### config.mk
export PLATFORM = sky130hd
export DESIGN_NAME = json_string_unescape_top
export DESIGN_NICKNAME = d
export VERILOG_FILES = /design/src/rtl/core/jsu_pkg.sv /design/src/rtl/core/jsu_decode.sv /design/src/rtl/core/jsu_outbuf.sv /design/src/rtl/core/json_string_unescape_top.sv
export VERILOG_INCLUDE_DIRS = /design/src /design/src/rtl/core
export SDC_FILE = /design/constraint.sdc
export NUM_CORES = 1
export LEC_CHECK = 0
export BUFFER_PORTS_ARGS = -buffer_cell sky130_fd_sc_hd__buf_2
export CORE_MARGIN = 4
export CORE_UTILIZATION = 33
export CTS_CLUSTER_DIAMETER = 30
export DETAILED_ROUTE_END_ITERATION = 6
export GPL_TIMING_DRIVEN = 0
export SLEW_MARGIN = 10
export SYNTH_ARGS = -nofsm -noshare
export SYNTH_HDL_FRONTEND = slang
export SYNTH_SLANG_ARGS = --single-unit
### constraint.sdc
create_clock -name clk_i -period 5.1 [get_ports clk_i]
set_input_delay 1.02 -clock clk_i [delete_from_list [all_inputs] [get_ports clk_i]]
set_output_delay 1.02 -clock clk_i [all_outputs]
set_load 0.01 [all_outputs]
### src/rtl/core/json_string_unescape_top_assert.svh
// ============================================================================
// JSON string unescape assertion macros
// Shared assertion forms for the decoder top level.
// ============================================================================
`ifndef JSON_STRING_UNESCAPE_TOP_ASSERT_SVH
`define JSON_STRING_UNESCAPE_TOP_ASSERT_SVH

// The consequent holds in the same cycle as the antecedent.
`define JSU_ASSERT_SAME(lbl, ante, cons, msg) \
  lbl: assert property (@(posedge clk_i) disable iff (!rst_ni) (ante) |-> (cons)) \
    else $error(msg);

// The consequent holds in the cycle after the antecedent.
`define JSU_ASSERT_NEXT(lbl, ante, cons, msg) \
  lbl: assert property (@(posedge clk_i) disable iff (!rst_ni) (ante) |=> (cons)) \
    else $error(msg);

`endif

### src/rtl/core/jsu_pkg.sv
// ============================================================================
// JSON string unescape package
// Types, codes and character helpers shared by the decoder modules.
// ============================================================================
package jsu_pkg;

  localparam int unsigned MaxRes = 3;

  localparam logic [15:0] CH_QUOTE  = 16'h0022;
  localparam logic [15:0] CH_BSLASH = 16'h005C;
  localparam logic [15:0] CH_SLASH  = 16'h002F;
  localparam logic [15:0] CH_U      = 16'h0075;

  localparam logic [15:0] HIGH_MIN = 16'hD800;
  localparam logic [15:0] HIGH_MAX = 16'hDBFF;
  localparam logic [15:0] LOW_MIN  = 16'hDC00;
  localparam logic [15:0] LOW_MAX  = 16'hDFFF;

  typedef enum logic [2:0] {
    MODE_IDLE  = 3'd0,
    MODE_BODY  = 3'd1,
    MODE_ESC   = 3'd2,
    MODE_HEX   = 3'd3,
    MODE_PWAIT = 3'd4,
    MODE_PBS   = 3'd5,
    MODE_PHEX  = 3'd6
  } mode_e;

  typedef enum logic [3:0] {
    ST_CONT       = 4'd0,
    ST_CLOSED     = 4'd1,
    ST_NOQUOTE    = 4'd2,
    ST_BARE       = 4'd3,
    ST_UNKNOWN    = 4'd4,
    ST_INCOMPLETE = 4'd5,
    ST_BADHEX     = 4'd6,
    ST_BADPAIR    = 4'd7,
    ST_UNTERM     = 4'd8
  } status_e;

  typedef enum logic [1:0] {
    BAD_NONE  = 2'd0,
    BAD_FIRST = 2'd1,
    BAD_PAIR  = 2'd2
  } bad_e;

  typedef struct packed {
    logic [15:0] unit;
    logic        valid;
    status_e     status;
  } res_t;

  typedef struct packed {
    res_t [MaxRes-1:0] res;
    logic [1:0]        count;
  } dec_out_t;

  // Returns {is_hex, digit}.
  function automatic logic [4:0] hex_val(input logic [15:0] c);
    logic [4:0] r;
    r = 5'd0;
    if (c >= 16'h0030 && c <= 16'h0039) begin
      r = {1'b1, c[3:0]};
    end else if ((c >= 16'h0061 && c <= 16'h0066) || (c >= 16'h0041 && c <= 16'h0046)) begin
      r = {1'b1, c[3:0] + 4'd9};
    end
    return r;
  endfunction

  // Returns {hit, unit} for the single-character escapes.
  function automatic logic [16:0] esc_map(input logic [15:0] c);
    logic [16:0] r;
    r = 17'd0;
    case (c)
      CH_QUOTE, CH_BSLASH, CH_SLASH: r = {1'b1, c};
      16'h0062: r = {1'b1, 16'h0008};
      16'h0066: r = {1'b1, 16'h000C};
      16'h006E: r = {1'b1, 16'h000A};
      16'h0072: r = {1'b1, 16'h000D};
      16'h0074: r = {1'b1, 16'h0009};
      default:  r = 17'd0;
    endcase
    return r;
  endfunction

endpackage

### src/rtl/core/jsu_decode.sv
// ============================================================================
// JSON string unescape decoder
// Holds the parse state and turns one character into up to three results.
// ============================================================================
module jsu_decode (
  input  logic              clk_i,
  input  logic              rst_ni,
  input  logic              advance_i,
  input  logic [15:0]       char_i,
  input  logic              end_i,
  output jsu_pkg::dec_out_t dec_o
);
  import jsu_pkg::*;

  mode_e       mode_q, mode_d;
  logic [2:0]  cnt_q, cnt_d;
  logic [15:0] acc_q, acc_d;
  logic [15:0] high_q, high_d;
  bad_e        bad_q, bad_d;

  always_comb begin
    logic [4:0]  hx;
    logic [16:0] em;
    logic        do_body, do_esc, do_fval, do_unit, do_fin;
    logic [15:0] fval, uval, nacc;
    logic [2:0]  ncnt;
    logic        done;
    status_e     fin_code;
    logic [1:0]  n;
    res_t [MaxRes-1:0] res;

    mode_d   = mode_q;
    cnt_d    = cnt_q;
    acc_d    = acc_q;
    high_d   = high_q;
    bad_d    = bad_q;
    do_body  = 1'b0;
    do_esc   = 1'b0;
    do_fval  = 1'b0;
    do_unit  = 1'b0;
    do_fin   = 1'b0;
    fval     = 16'd0;
    uval     = 16'd0;
    fin_code = ST_CONT;
    n        = 2'd0;
    res      = '0;
    hx       = hex_val(char_i);
    em       = esc_map(char_i);
    nacc     = {acc_q[11:0], hx[3:0] & {4{hx[4]}}};
    ncnt     = cnt_q + 3'd1;
    done     = (ncnt >= 3'd4);

    unique case (mode_q)
      MODE_BODY: do_body = 1'b1;
      MODE_ESC:  do_esc = 1'b1;
      MODE_HEX: begin
        acc_d = nacc;
        cnt_d = ncnt;
        bad_d = hx[4] ? bad_q : BAD_FIRST;
        if (done) begin
          if (bad_d != BAD_NONE) begin
            do_fin   = 1'b1;
            fin_code = ST_BADHEX;
          end else begin
            do_fval = 1'b1;
            fval    = nacc;
          end
        end else if (end_i) begin
          do_fin   = 1'b1;
          fin_code = ST_INCOMPLETE;
        end
      end
      MODE_PWAIT: begin
        if (char_i == CH_BSLASH && !end_i) begin
          mode_d = MODE_PBS;
        end else begin
          res[n] = '{unit: high_q, valid: 1'b1, status: ST_CONT};
          n = n + 2'd1;
          if (char_i == CH_BSLASH) begin
            do_fin   = 1'b1;
            fin_code = ST_BARE;
          end else begin
            do_body = 1'b1;
          end
        end
      end
      MODE_PBS: begin
        if (char_i == CH_U && !end_i) begin
          mode_d = MODE_PHEX;
          cnt_d  = 3'd0;
          acc_d  = 16'd0;
          bad_d  = BAD_NONE;
        end else begin
          res[n] = '{unit: high_q, valid: 1'b1, status: ST_CONT};
          n = n + 2'd1;
          if (char_i == CH_U) begin
            do_fin   = 1'b1;
            fin_code = ST_INCOMPLETE;
          end else begin
            do_esc = 1'b1;
          end
        end
      end
      MODE_PHEX: begin
        acc_d = nacc;
        cnt_d = ncnt;
        bad_d = hx[4] ? bad_q : BAD_PAIR;
        if (done) begin
          if (bad_d != BAD_NONE) begin
            do_fin   = 1'b1;
            fin_code = ST_BADPAIR;
          end else begin
            res[n] = '{unit: high_q, valid: 1'b1, status: ST_CONT};
            n = n + 2'd1;
            if (nacc >= LOW_MIN && nacc <= LOW_MAX) begin
              do_unit = 1'b1;
              uval    = nacc;
            end else begin
              do_fval = 1'b1;
              fval    = nacc;
            end
          end
        end else if (end_i) begin
          res[n] = '{unit: high_q, valid: 1'b1, status: ST_CONT};
          n = n + 2'd1;
          do_fin   = 1'b1;
          fin_code = ST_INCOMPLETE;
        end
      end
      default: begin
        if (char_i == CH_QUOTE) begin
          if (end_i) begin
            do_fin   = 1'b1;
            fin_code = ST_UNTERM;
          end else begin
            mode_d = MODE_BODY;
          end
        end else begin
          do_fin   = 1'b1;
          fin_code = ST_NOQUOTE;
        end
      end
    endcase

    if (do_body) begin
      if (char_i == CH_QUOTE) begin
        do_fin   = 1'b1;
        fin_code = ST_CLOSED;
      end else if (char_i == CH_BSLASH) begin
        if (end_i) begin
          do_fin   = 1'b1;
          fin_code = ST_BARE;
        end else begin
          mode_d = MODE_ESC;
        end
      end else begin
        do_unit = 1'b1;
        uval    = char_i;
      end
    end

    if (do_esc) begin
      if (em[16]) begin
        do_unit = 1'b1;
        uval    = em[15:0];
      end else if (char_i == CH_U) begin
        if (end_i) begin
          do_fin   = 1'b1;
          fin_code = ST_INCOMPLETE;
        end else begin
          mode_d = MODE_HEX;
          cnt_d  = 3'd0;
          acc_d  = 16'd0;
          bad_d  = BAD_NONE;
        end
      end else begin
        do_fin   = 1'b1;
        fin_code = ST_UNKNOWN;
      end
    end

    if (do_fval) begin
      if (fval >= HIGH_MIN && fval <= HIGH_MAX) begin
        high_d = fval;
        if (end_i) begin
          res[n] = '{unit: fval, valid: 1'b1, status: ST_CONT};
          n = n + 2'd1;
          do_fin   = 1'b1;
          fin_code = ST_UNTERM;
        end else begin
          mode_d = MODE_PWAIT;
        end
      end else begin
        do_unit = 1'b1;
        uval    = fval;
      end
    end

    if (do_unit) begin
      res[n] = '{unit: uval, valid: 1'b1, status: ST_CONT};
      n = n + 2'd1;
      mode_d = MODE_BODY;
      if (end_i) begin
        do_fin   = 1'b1;
        fin_code = ST_UNTERM;
      end
    end

    if (do_fin) begin
      res[n] = '{unit: 16'd0, valid: 1'b0, status: fin_code};
      n = n + 2'd1;
      mode_d = MODE_IDLE;
    end

    dec_o.res   = res;
    dec_o.count = n;
  end

  always_ff @(posedge clk_i or negedge rst_ni) begin
    if (!rst_ni) begin
      mode_q <= MODE_IDLE;
      cnt_q  <= 3'd0;
      acc_q  <= 16'd0;
      high_q <= 16'd0;
      bad_q  <= BAD_NONE;
    end else if (advance_i) begin
      mode_q <= mode_d;
      cnt_q  <= cnt_d;
      acc_q  <= acc_d;
      high_q <= high_d;
      bad_q  <= bad_d;
    end
  end

endmodule

### src/rtl/core/jsu_outbuf.sv
// ============================================================================
// JSON string unescape result buffer
// Holds the results of one item and hands them out one per cycle while pop_i takes them.
// ============================================================================
module jsu_outbuf (
  input  logic              clk_i,
  input  logic              rst_ni,
  input  logic              load_i,
  input  jsu_pkg::dec_out_t dec_i,
  input  logic              pop_i,
  output logic              load_ok_o,
  output logic              valid_o,
  output logic              last_o,
  output jsu_pkg::res_t     res_o
);
  import jsu_pkg::*;

  res_t [MaxRes-1:0] buf_q;
  logic [1:0]        cnt_q, cnt_d;
  logic [1:0]        rd_q, rd_d;
  logic              on_last;

  assign valid_o   = (rd_q < cnt_q);
  assign on_last   = (rd_q == cnt_q - 2'd1);
  assign last_o    = on_last;
  assign res_o     = buf_q[rd_q];
  assign load_ok_o = !valid_o || (pop_i && on_last);

  always_comb begin
    cnt_d = cnt_q;
    rd_d  = rd_q;
    if (load_i) begin
      cnt_d = dec_i.count;
      rd_d  = 2'd0;
    end else if (pop_i && valid_o) begin
      rd_d = rd_q + 2'd1;
    end
  end

  always_ff @(posedge clk_i or negedge rst_ni) begin
    if (!rst_ni) begin
      cnt_q <= 2'd0;
      rd_q  <= 2'd0;
    end else begin
      cnt_q <= cnt_d;
      rd_q  <= rd_d;
    end
  end

  always_ff @(posedge clk_i) begin
    if (load_i) begin
      buf_q <= dec_i.res;
    end
  end

endmodule

### src/rtl/core/json_string_unescape_top.sv
// An accepted item is registered at the input, then decoded into the result buffer.
// Throughput: one item per cycle while each item yields at most one result and
// m_axis_tready is high; the buffer takes a new item only once its last result goes.
// Reset: rst_ni clears the parse state to idle (awaiting an opening quote) and
// empties the input register and result buffer at once.
// ============================================================================
// JSON string unescape top level
// Decodes a UTF-16 JSON string body into code units and a final status.
// ============================================================================
`include "json_string_unescape_top_assert.svh"

module json_string_unescape_top (
  input  logic        clk_i,
  input  logic        rst_ni,
  input  logic        s_axis_tvalid,
  output logic        s_axis_tready,
  input  logic [15:0] s_axis_tdata,  // [15:0] char_in
  input  logic        s_axis_tlast,
  output logic        m_axis_tvalid,
  input  logic        m_axis_tready,
  output logic [23:0] m_axis_tdata,  // [15:0] unit_out, [19:16] status
  output logic        m_axis_tuser,  // [0] unit_valid
  output logic        m_axis_tlast
);
  import jsu_pkg::*;

  logic        in_valid_q;
  logic [15:0] in_char_q;
  logic        in_end_q;
  logic        advance;
  logic        load_ok;
  logic        pop;
  logic        out_valid;
  logic        out_last;
  res_t        out_res;
  dec_out_t    dec;

  assign advance       = in_valid_q && load_ok;
  assign s_axis_tready = !in_valid_q || advance;
  assign pop           = out_valid && m_axis_tready;

  always_ff @(posedge clk_i or negedge rst_ni) begin
    if (!rst_ni) begin
      in_valid_q <= 1'b0;
    end else if (s_axis_tvalid && s_axis_tready) begin
      in_valid_q <= 1'b1;
    end else if (advance) begin
      in_valid_q <= 1'b0;
    end
  end

  always_ff @(posedge clk_i) begin
    if (s_axis_tvalid && s_axis_tready) begin
      in_char_q <= s_axis_tdata;
      in_end_q  <= s_axis_tlast;
    end
  end

  jsu_decode u_decode (
    .clk_i     (clk_i),
    .rst_ni    (rst_ni),
    .advance_i (advance),
    .char_i    (in_char_q),
    .end_i     (in_end_q),
    .dec_o     (dec)
  );

  jsu_outbuf u_outbuf (
    .clk_i     (clk_i),
    .rst_ni    (rst_ni),
    .load_i    (advance),
    .dec_i     (dec),
    .pop_i     (pop),
    .load_ok_o (load_ok),
    .valid_o   (out_valid),
    .last_o    (out_last),
    .res_o     (out_res)
  );

  assign m_axis_tvalid = out_valid;
  assign m_axis_tlast  = out_last;
  assign m_axis_tdata  = {4'b0000, out_res.status, out_res.unit};
  assign m_axis_tuser  = out_res.valid;

  `JSU_ASSERT_SAME(a_stall_holds_input, !s_axis_tready, in_valid_q && !advance,
                   "input stalled without a held item")
  `JSU_ASSERT_SAME(a_status_is_last, out_valid && !out_res.valid, out_last,
                   "status result not last of its item")
  `JSU_ASSERT_SAME(a_unit_has_no_status, out_valid && out_res.valid,
                   out_res.status == ST_CONT, "unit result carries a status")
  `JSU_ASSERT_NEXT(a_advance_frees_input, advance && !(s_axis_tvalid && s_axis_tready),
                   !in_valid_q, "input register not freed")

endmodule

==> results of run 1 <==
## cell usage in the layout (no fill, tap or decap), types with 16 or more instances in the layout
master	netlist	layout
o21ai_0	54	54
mux2i_1	22	21
nand2_1	79	79
inv_1	21	20
clkbuf_16	0	17
a21oi_1	20	20
nor2_1	79	78
ha_1	16	16
dfrtp_1	41	41
buf_2	10	53
clkbuf_1	26	29
edfxtp_1	80	80
## stage by stage
step	cells	setup slack, ns
6_report	1035	0.210
2_1_floorplan	687	0.424
3_3_place_gp	1001	-0.760
5_1_grt	1035	0.0352
4_1_cts	1034	0.0806
3_5_place_dp	1001	-0.260
## repair_timing
item / CTS / global route
gates cloned: 0 / 0
endpoints found under the setup margin: 36 / 37
pin swaps: 1 / 1
buffers inserted: 1 / 1
gates resized for setup: 5 / 9
## state kept, by name (all words and copies together), names as in the netlist, 3 cells and up
signal / cells
u_decode.mode_q: 3
u_decode.acc_q: 12
in_char_q: 16
u_outbuf.buf_q: 63
u_decode.cnt_q: 3
u_decode.high_q: 16
## layout make-up
cell class	count	area share
Sequential cell	121	0.427
Multi-Input combinational cell	497	0.393
Clock buffer	20	0.0544
Tap cell	270	0.0421
Buffer	47	0.0301
Timing Repair Buffer	46	0.0293
Clock inverter	12	0.0126
Inverter	22	0.0106
## worst paths after layout
kind                                      from             endpoint  slack (ns)
setup / recovery                  in_char_q[3]   u_outbuf.buf_q[19]        0.21
hold / removal             u_decode.high_q[12]  u_decode.high_q[12]        0.46
setup reg to reg                  in_char_q[3]   u_outbuf.buf_q[19]        0.21
hold reg to reg            u_decode.high_q[12]  u_decode.high_q[12]        0.46
max in group asynchronous               rst_ni  u_decode.high_q[15]        3.69
min in group asynchronous               rst_ni  u_decode.high_q[11]        0.78
## logic make-up (layout without fill, tap and decap cells)
family / Yosys count / count (layout) / share of synthesized area
muxes: 28 / 28 / 0.0421
other: 1 / 4 / 0.000549
buffers and inverters: 69 / 147 / 0.0465
DFF: 121 / 121 / 0.502
and+or+nand+nor: 270 / 270 / 0.197
xor gates and xnor gates: 8 / 8 / 0.0114
AOI/OAI and AO/OA: 171 / 171 / 0.171
adders and majority gates: 16 / 16 / 0.0293
## worst max-delay path: cells and delay by family, from the launching register on
| family | cells | cell delay, ns |
|---|---|---|
| compound gates | 3 | 0.86 |
| fa+ha+maj | 3 | 0.79 |
| buf+inv | 7 | 1.02 |
| flops | 1 | 0.35 |
| mux | 1 | 0.17 |
| simple gates | 4 | 1.47 |
## where the power goes
part / leakage (nW) / internal, mW / switching, mW
clock: 0.255 / 0.665 / 0.444
combinational: 1.43 / 0.313 / 0.645
sequential: 1.36 / 1.46 / 0.114
## metal layers
| layer | vias up | global-route usage | part of all wire |
|---|---|---|---|
| met3 | 22 | 0.0347 | 0.055 |
| met2 | 156 | 0.234 | 0.44 |
| met5 | - | 0 | 0 |
| li1 | 2654 | - | - |
| met4 | 0 | 0.0475 | 0.018 |
| met1 | 2601 | 0.228 | 0.49 |
==> flow_metrics.tcl, run 1 <==
set metrics [dict create \
    status "complete, no violations" \
    cp_cell_sequence "buf_2 > or3b_2 > or4_4 > a211o_1 > buf_2 > a221oi_4 > buf_6 > inv_1 > ha_1 > mux2i_4 > inv_1 > ha_1 > o21a_1 > ha_1 > and2_1 > buf_2 > buf_6 > nor3_2" \
    multi_input_area_um2 3160 \
    setup_tns_ns 0 \
    antenna_found_initial 0 \
    p_total_mw 3.64 \
    ios 49 \
    cts_buffers 17 \
    drive_above_1_share 0.170 \
    synth_cell_type_count 76 \
    drtAntennaViolNets 0 \
    critPathMaxFanout 10 \
    slowest_stage "or4_4" \
    grt_start_max_net_pins 70 \
    dpl.hpwl_um 13400 \
    yosys.area.top_type "edfxtp_1" \
    yosys_warnings 0 \
    dr.pass1.iters 5 \
    first_global_vias 5199 \
    wl_per_cell_um 17.7 \
    regArea_um2 3430 \
    core_region_area_um2 20300 \
    postSynthCellCount 684 \
    rows 52 \
    cts_max_level 4 \
    fillers 2010 \
    fmax_ghz 0.205 \
    clkTransAtPathRegs_ns 0.06 \
    vias 5433 \
    period_needed_ns 4.89 \
    tightest_slew_ns 1.01 \
    yosysMostFrequentCell "edfxtp_1" \
    layout.nets 789 \
    vias_per_cell 5.25 \
    drtIter0Drc 403 \
    rsz0062_at_grt "no" \
    max-cap-violations 0 \
    gp_congestion 0.883 \
    hold_ws_ns 0.464 \
    design_area_um2 8020 \
    period_share 0.959 \
    netlist_top_cells_area "edfxtp_1 35%, dfrtp_1 15%, nand2_1 4.3%, nor2_1 4.3%, o21ai_0 4.0%" \
    ys_seq_area_frac 0.502 \
    end_kind "flop" \
    synth_top_area_share 0.352 \
    finClkSkew_ns 0.0114 \
    grt_pass1_wl_um 29000 \
    ir_drop_mv 0.238 \
    min_path_type "flop to flop" \
    max_slew_margin 0.324 \
    cts_hold_buf 0 \
    synth_commonest_cells "80 x edfxtp_1, 79 x nand2_1, 79 x nor2_1, 54 x o21ai_0, 41 x dfrtp_1" \
    die_x_um 152 \
    io_buffers 44 \
    chipHeight_um 152 \
    cts_tree "yes" \
    route.detailed.drc 0 \
    final_util 0.395 \
    worst_skew_pair.late_latency_ns 0.42 \
    wl_um 18300 \
    synth_enable_flop_cells 80 \
    synthToLayoutAreaGrowth_pct 17.5 \
    synth_area_per_cell_um2 9.98 \
    max_stage_delay_ns 0.56 \
    hold_viol 0 \
    power_density_nw_per_um2 454 \
    path_class "flop to flop" \
    ys.flop_type "edfxtp_1" \
    synth-async-reset-ratio 0.339 \
    grt-ovfl-total 0 \
    reg2regPathDepth 18 \
    initial_core_util 0.336 \
    setup_viol 0 \
    whs_path_depth 1 \
    worstPathArrival_ns 5.11 \
    ys_ff_latch 121 \
    cts_buffer_depth 2 \
    placedInstanceArea_um2 7400 \
    netlist_area_um2 6830 \
    dieArea_um2 23100 \
    leakagePower_nw 3.04 \
    numClockSinks 121 \
    slew_violations 0 \
    diodes 0 \
    clockRootBuffer "clkbuf_16" \
    cp.required_ns 5.32 \
    track_usage 0.157 \
    crit_path_start_kind "flop" \
]
Power figures use the tool's default switching activity.
==> run 2, diff against run 1 <==
Settings changed: CORE_UTILIZATION 33 to 50, PLACE_DENSITY set to 0.68, SLEW_MARGIN 10 to not set, SYNTH_HIERARCHICAL set to 1.
==> run 2 against run 1 <==
Critical path depth grew 2. Highest routed layer unchanged. Non-clock buffer count grew 11. Critical endpoint is now u_outbuf/buf_q[54]. Clock-buffer cell count shrank 3.
==> flow_metrics.tcl, run 2 <==
set metrics [dict create \
    period_share 0.964 \
    ir_drop_mv 0.534 \
    vias_per_cell 6.17 \
    leakagePower_nw 3.34 \
    max_slew_margin 0.296 \
    worstPathArrival_ns 5.09 \
    initial_core_util 0.512 \
    drive_above_1_share 0.198 \
    drtAntennaViolNets 0 \
    layout.nets 853 \
    cts_tree "yes" \
    first_global_vias 6158 \
    grt_pass1_wl_um 33200 \
    max-cap-violations 0 \
    netlist_top_cells_area "edfxtp_1 32%, dfrtp_1 14%, nand2_1 4.5%, mux2i_1 3.3%, nor2_1 3.0%" \
    vias 6247 \
    min_path_type "flop to flop" \
    cts_max_level 4 \
    slew_violations 0 \
    cts_buffers 17 \
    synth_top_area_share 0.322 \
    postSynthCellCount 745 \
    regMostFlops "u_outbuf/buf_q" \
    end_kind "flop" \
    rrSetupSlack_ns 0.18 \
    synth_cell_type_count 91 \
    cp_cell_sequence "inv_1 > ha_1 > clkbuf_2 > or4b_4 > and3_4 > o2111a_1 > a31oi_2 > a21boi_4 > inv_1 > ha_1 > mux2i_4 > inv_1 > ha_1 > o21a_1 > inv_1 > ha_1 > inv_1 > a21oi_4 > clkbuf_4 > nor2_1" \
    finClkSkew_ns 0.00779 \
    grt_start_max_net_pins 74 \
    numClockSinks 121 \
    setup_tns_ns 0 \
    synthToLayoutAreaGrowth_pct 14.8 \
    worst_skew_pair.late_latency_ns 0.42 \
    crit_path_start_kind "flop" \
    dpl.hpwl_um 15700 \
    max_stage_delay_ns 0.51 \
    clkTransAtPathRegs_ns 0.06 \
    fin_ws_ns 0.183 \
    netlist_area_um2 7470 \
    drtIter0Drc 667 \
    cts_buffer_depth 2 \
    grt-ovfl-total 0 \
    dp_slack_ns -0.205 \
    layout_common_cells "90 x nand2_1, 80 x edfxtp_1, 60 x nor2_1" \
    crit_top_cell "inv_1" \
    io_buffers 44 \
    tightest_slew_ns 1.03 \
    dr.pass1.iters 5 \
    diodes 0 \
    yosys.area.top_type "edfxtp_1" \
    dieArea_um2 17000 \
    synth_commonest_cells "90 x nand2_1, 80 x edfxtp_1, 60 x nor2_1, 44 x o21ai_0, 41 x dfrtp_1" \
    clockRootBuffer "clkbuf_16" \
    die_x_um 130 \
    reg_top3 "u_outbuf/buf_q (63), in_char_q (16), u_decode/high_q (16)" \
    path_buf_inv 7 \
    antenna_found_initial 0 \
    gp_congestion 0.948 \
    ys.flop_type "edfxtp_1" \
    setup_viol 0 \
    slowest_stage "or4b_4" \
    swShare 0.330 \
    ys_ff_latch 121 \
    path_class "flop to flop" \
    wl_per_cell_um 20.6 \
    power_density_nw_per_um2 440 \
    wl_um 20800 \
    ys_seq_area_frac 0.459 \
    yosysMostFrequentCell "nand2_1" \
    track_usage 0.255 \
    synth_area_per_cell_um2 10.0 \
    synth-async-reset-ratio 0.339 \
    core_region_area_um2 14600 \
    hold_ws_ns 0.472 \
    status "complete, no violations" \
    p_total_mw 3.78 \
    power_switching_mw 1.25 \
    pwr-share-comb 0.283 \
    clkPwrFrac 0.309 \
    ios 49 \
    hold_viol 0 \
    fmax_ghz 0.203 \
    layout_commonest_cell "nand2_1" \
    yosys_warnings 6 \
    crit_family "compound AO/OA/AOI/OAI gates" \
    seqPwrFrac 0.408 \
    critPathMaxFanout 10 \
    internal_power_mw 2.53 \
    rows 44 \
    route.detailed.drc 0 \
    period_needed_ns 4.92 \
    largest_register_ffs 63 \
    chipHeight_um 130 \
    synth_enable_flop_cells 80 \
    cp.required_ns 5.27 \
]
## run 2: power groups by stage
stage / Sequential, mW / Clock [mW] / Combinational, mW
4_1_cts: 1.55 / 1.19 / 1.07
5_1_grt: 1.57 / 1.23 / 1.19
2_1_floorplan: 1.54 / 0 / 0.709
6_report: 1.54 / 1.17 / 1.07
3_5_place_dp: 1.57 / 0 / 1.06
3_3_place_gp: 1.58 / 0 / 1.03
## run 2: layer usage
| layer | track usage | wire [µm] | vias up | share of wire |
|---|---|---|---|---|
| met5 | 0 | 0 | - | 0 |
| met4 | 0.108 | 748 | 0 | 0.036 |
| met3 | 0.0491 | 1180 | 55 | 0.057 |
| met2 | 0.415 | 9960 | 263 | 0.48 |
| met1 | 0.335 | 8930 | 3018 | 0.43 |
| li1 | - | - | 2911 | - |
## run 2: layout make-up
cell class | instances | area (µm²)
plain buffers | 55 | 293
multi-input cells | 552 | 3710
well taps | 184 | 230
clock inverters | 15 | 154
repair buffers | 49 | 258
clock buffers | 17 | 425
fillers | 1264 | 6010
inverters | 20 | 75.1
flip-flops and latches | 121 | 3430
## run 2: final timing paths
path                       cells after the start                  end           startpoint
max reg2reg                                   20   u_outbuf/buf_q[54]         in_char_q[0]
max                                           20   u_outbuf/buf_q[54]         in_char_q[0]
min reg2reg                                    1  u_decode/high_q[11]  u_decode/high_q[11]
min                                            1  u_decode/high_q[11]  u_decode/high_q[11]
min in group asynchronous                      1           in_valid_q               rst_ni
max in group asynchronous                      1    u_decode/acc_q[2]               rst_ni
## run 2: logic make-up after synthesis
| family | synth area share |
|---|---|
| compound gates | 0.192 |
| xor+xnor | 0.00871 |
| fa+ha+maj | 0.0268 |
| buf+inv | 0.0489 |
| flops | 0.459 |
| mux | 0.0474 |
| other cells | 0.000502 |
| simple gates | 0.217 |
## run 2: worst reg2reg max path, cell delays in order, from the launching register on
cell,delay [ns]
edfxtp_1,0.47
inv_1,0.19
ha_1,0.18
clkbuf_2,0.21
or4b_4,0.51
and3_4,0.21
o2111a_1,0.31
a31oi_2,0.32
a21boi_4,0.12
inv_1,0.11
ha_1,0.25
mux2i_4,0.25
inv_1,0.09
ha_1,0.30
o21a_1,0.24
inv_1,0.07
ha_1,0.14
inv_1,0.08
a21oi_4,0.26
clkbuf_4,0.27
nor2_1,0.09
## run 2: timing repair
item | CTS | global route
setup buffers | 0 | 5
pin swaps | 0 | 2
gates resized for setup | 2 | 2
hold buffers | 0 | 0
setup endpoints to repair | 32 | 53
## run 2: stage by stage
stage	utilization	std cells	instance area, µm²
floorplan	-	748	7480
global placement	0.544	976	7930
detailed placement	0.544	976	7940
CTS	0.585	1008	8530
global route	0.588	1013	8580
finish	0.588	1013	8580
==> run 3, diff against run 2 <==
Settings changed: ABC_AREA set to 1.
==> run 3 against run 2 <==
Worst setup slack improved by 0.23 ns. Final cell count increased by 27%. Die area increased by 3.5%. Core utilization decreased by 0.37 points. First-iteration DRC count decreased by 4.6%. Combinational power increased by 23%. Register-to-register slack improved by 0.23 ns. Clock power increased by 7%. Total power increased by 12%. Critical path type unchanged. Largest power group unchanged.
==> flow_metrics.tcl, run 3 <==
set metrics [dict create \
    min_path_type "flop to flop" \
    period_needed_ns 4.69 \
    dpl.cell_count 1257 \
    pwr-share-comb 0.312 \
    ys.flop_type "edfxtp_1" \
    synth-async-reset-ratio 0.339 \
    cts_max_level 4 \
    cts_setup_buffers 0 \
    antenna_found_initial 0 \
    fillers 1410 \
    met2_length_um 9900 \
    drive_above_1_share 0.145 \
    synth_area_per_cell_um2 7.60 \
    rrSetupSlack_ns 0.41 \
    multi_input_area_um2 3570 \
    reg_top3 "u_outbuf/buf_q (63), in_char_q (16), u_decode/high_q (16)" \
    vias_per_cell 5.39 \
    max_slew_margin 0.315 \
    clockRootBuffer "clkbuf_16" \
    internal_power_mw 2.72 \
    worst_skew_pair.late_latency_ns 0.42 \
    fmax_ghz 0.213 \
    cts_tree "yes" \
    netlist_area_um2 7750 \
    synth_compound_area_frac 0.127 \
    yosys.area_share.simple 0.302 \
    leakagePower_nw 4.03 \
    drtIter0Drc 636 \
    power_switching_mw 1.50 \
    fin_ws_ns 0.410 \
    placedInstanceArea_um2 8250 \
    chipHeight_um 132 \
    rsz0062_at_grt "no" \
    wl_met3_um 1070 \
    synthMuxAreaShare 0.00129 \
    synthAdderAreaFrac 0.0258 \
    core_region_area_um2 15200 \
    route.detailed.drc 0 \
    yosys_warnings 6 \
    postSynthCellCount 1020 \
    max_stage_delay_ns 0.38 \
    dr.pass1.iters 6 \
    ys_seq_area_frac 0.443 \
    power_density_nw_per_um2 476 \
    slowest_stage "edfxtp_1" \
    crit_path_start_kind "flop" \
    setup_viol 0 \
    status "complete, no violations" \
    wl_per_cell_um 16.2 \
    gp_congestion 0.990 \
    layout.nets 1125 \
    cts_buffers 17 \
    initial_core_util 0.510 \
    vias 6947 \
    grt-ovfl-total 0 \
    dieArea_um2 17600 \
    regArea_um2 3430 \
    die_x_um 132 \
    period_share 0.920 \
    layout_commonest_cell "nand2_1" \
    grt_pass1_wl_um 33600 \
    wl_um 20800 \
    ys_ff_latch 121 \
    clkTransAtPathRegs_ns 0.06 \
    regMostFlops "u_outbuf/buf_q" \
    swShare 0.355 \
    seqPwrFrac 0.391 \
    hold_viol 0 \
    netlist_top_cells_area "edfxtp_1 31%, dfrtp_1 13%, nand2_1 11%, nor2_1 7.3%, nand3_1 6.8%" \
    critPathMaxFanout 10 \
    largest_register_ffs 63 \
    yosys.area.top_type "edfxtp_1" \
    end_kind "flop" \
    ios 49 \
    synth_enable_flop_cells 80 \
    io_buffers 44 \
    synth_top_family_by_area "simple AND/OR/NAND/NOR gates" \
    synth_cell_type_count 46 \
    clkPwrFrac 0.296 \
    rows 45 \
    fin_cells 1289 \
    layout_common_cells "232 x nand2_1, 150 x nor2_1, 106 x nand3_1" \
    design_area_um2 8880 \
    cp.required_ns 5.23 \
    track_usage 0.243 \
    setup_tns_ns 0 \
    dp_slack_ns 0.166 \
    worstPathArrival_ns 4.82 \
    cts_buffer_depth 2 \
    yosysMostFrequentCell "nand2_1" \
    finClkSkew_ns 0.00970 \
    grt_start_max_net_pins 47 \
    first_global_vias 6486 \
    highest_layer "met4" \
    synthXorXnorAreaFrac 0.00113 \
    crit_top_cell "inv_1" \
    dpl.hpwl_um 16000 \
    drtAntennaViolNets 0 \
    diodes 0 \
    synthToLayoutAreaGrowth_pct 14.6 \
    max-cap-violations 0 \
    synth_top_area_share 0.310 \
    tightest_slew_ns 1.03 \
    slew_violations 0 \
    synth_commonest_cells "232 x nand2_1, 150 x nor2_1, 106 x inv_1, 106 x nand3_1, 80 x edfxtp_1" \
    path_class "flop to flop" \
    wl_met1_um 9320 \
    ir_drop_mv 0.294 \
    numClockSinks 121 \
]
==> run 3: cell count changes after synthesis, moves of 14 or more <==
cell	previous run	this run
a21oi_1	34	54
o21ai_1	2	36
nor3_1	22	7
inv_1	18	106
nor2b_1	14	0
a22o_1	16	0
mux2i_1	25	1
nor2_1	60	150
and2_1	17	0
nand2_1	90	232
clkbuf_1	27	13
nand3_1	14	106
==> run 3: cell type report <==
type                    count  area share
plain buffers              49      0.0366
well taps                 188      0.0265
clock buffers              19      0.0510
inverters                 119      0.0506
flip-flops and latches    121       0.386
multi-input cells         734       0.402
repair buffers             46      0.0287
clock inverters            13      0.0189
==> run 3: path summary, 6_finish.rpt <==
kind | start | end | cells past startpoint
setup / recovery | in_char_q[0] | u_outbuf/buf_q[57] | 26
min in group asynchronous | rst_ni | u_outbuf/rd_q[0] | 1
hold / removal | u_decode/high_q[12] | u_decode/high_q[12] | 2
max in group asynchronous | rst_ni | u_decode/high_q[3] | 1
hold reg to reg | u_decode/high_q[12] | u_decode/high_q[12] | 2
setup reg to reg | in_char_q[0] | u_outbuf/buf_q[57] | 26
==> run 3: cell families (layout without fill, tap and decap cells) <==
group | after synthesis | count (layout)
AOI/OAI and AO/OA | 179 | 179
xor gates and xnor gates | 1 | 1
adders and majority gates | 16 | 16
buffers and inverters | 168 | 246
DFF | 121 | 121
muxes | 1 | 1
other | 1 | 4
and+or+nand+nor | 533 | 533
==> run 3: critical path: cells and delay by family (launching register included) <==
family,cells,cell delay (ns)
adders and majority gates,4,0.86
DFF,1,0.38
and+or+nand+nor,10,1.14
buffers and inverters,10,1.80
AOI/OAI and AO/OA,2,0.21
==> run 3: layer usage <==
layer  global-route usage  up-vias
met5                    0        -
met4               0.0912        0
met3               0.0395       38
met2                0.401      242
met1                0.323     3171
li1                     -     3496
==> run 3: power groups by stage <==
stage               logic (mW)  clock network (mW)  registers, mW
floorplan                0.847                   0           1.65
global placement          1.25                   0           1.69
detailed placement        1.32                   0           1.67
CTS                       1.33                1.27           1.65
global route              1.46                1.32           1.69
finish                    1.32                1.25           1.65
==> run 3: what timing repair did <==
| action | in CTS | in global routing |
|---|---|---|
| endpoints found under the setup margin | 0 | 41 |
| hold buffers | 0 | 0 |
| gates resized for setup | 0 | 6 |
==> run 3: per-stage QoR <==
step,hold WS (ns),total power [mW],util
2_1_floorplan,0.435,2.50,-
6_report,0.465,4.22,0.584
3_3_place_gp,0.450,2.95,0.540
5_1_grt,0.483,4.46,0.584
3_5_place_dp,0.454,2.99,0.543
4_1_cts,0.470,4.25,0.584
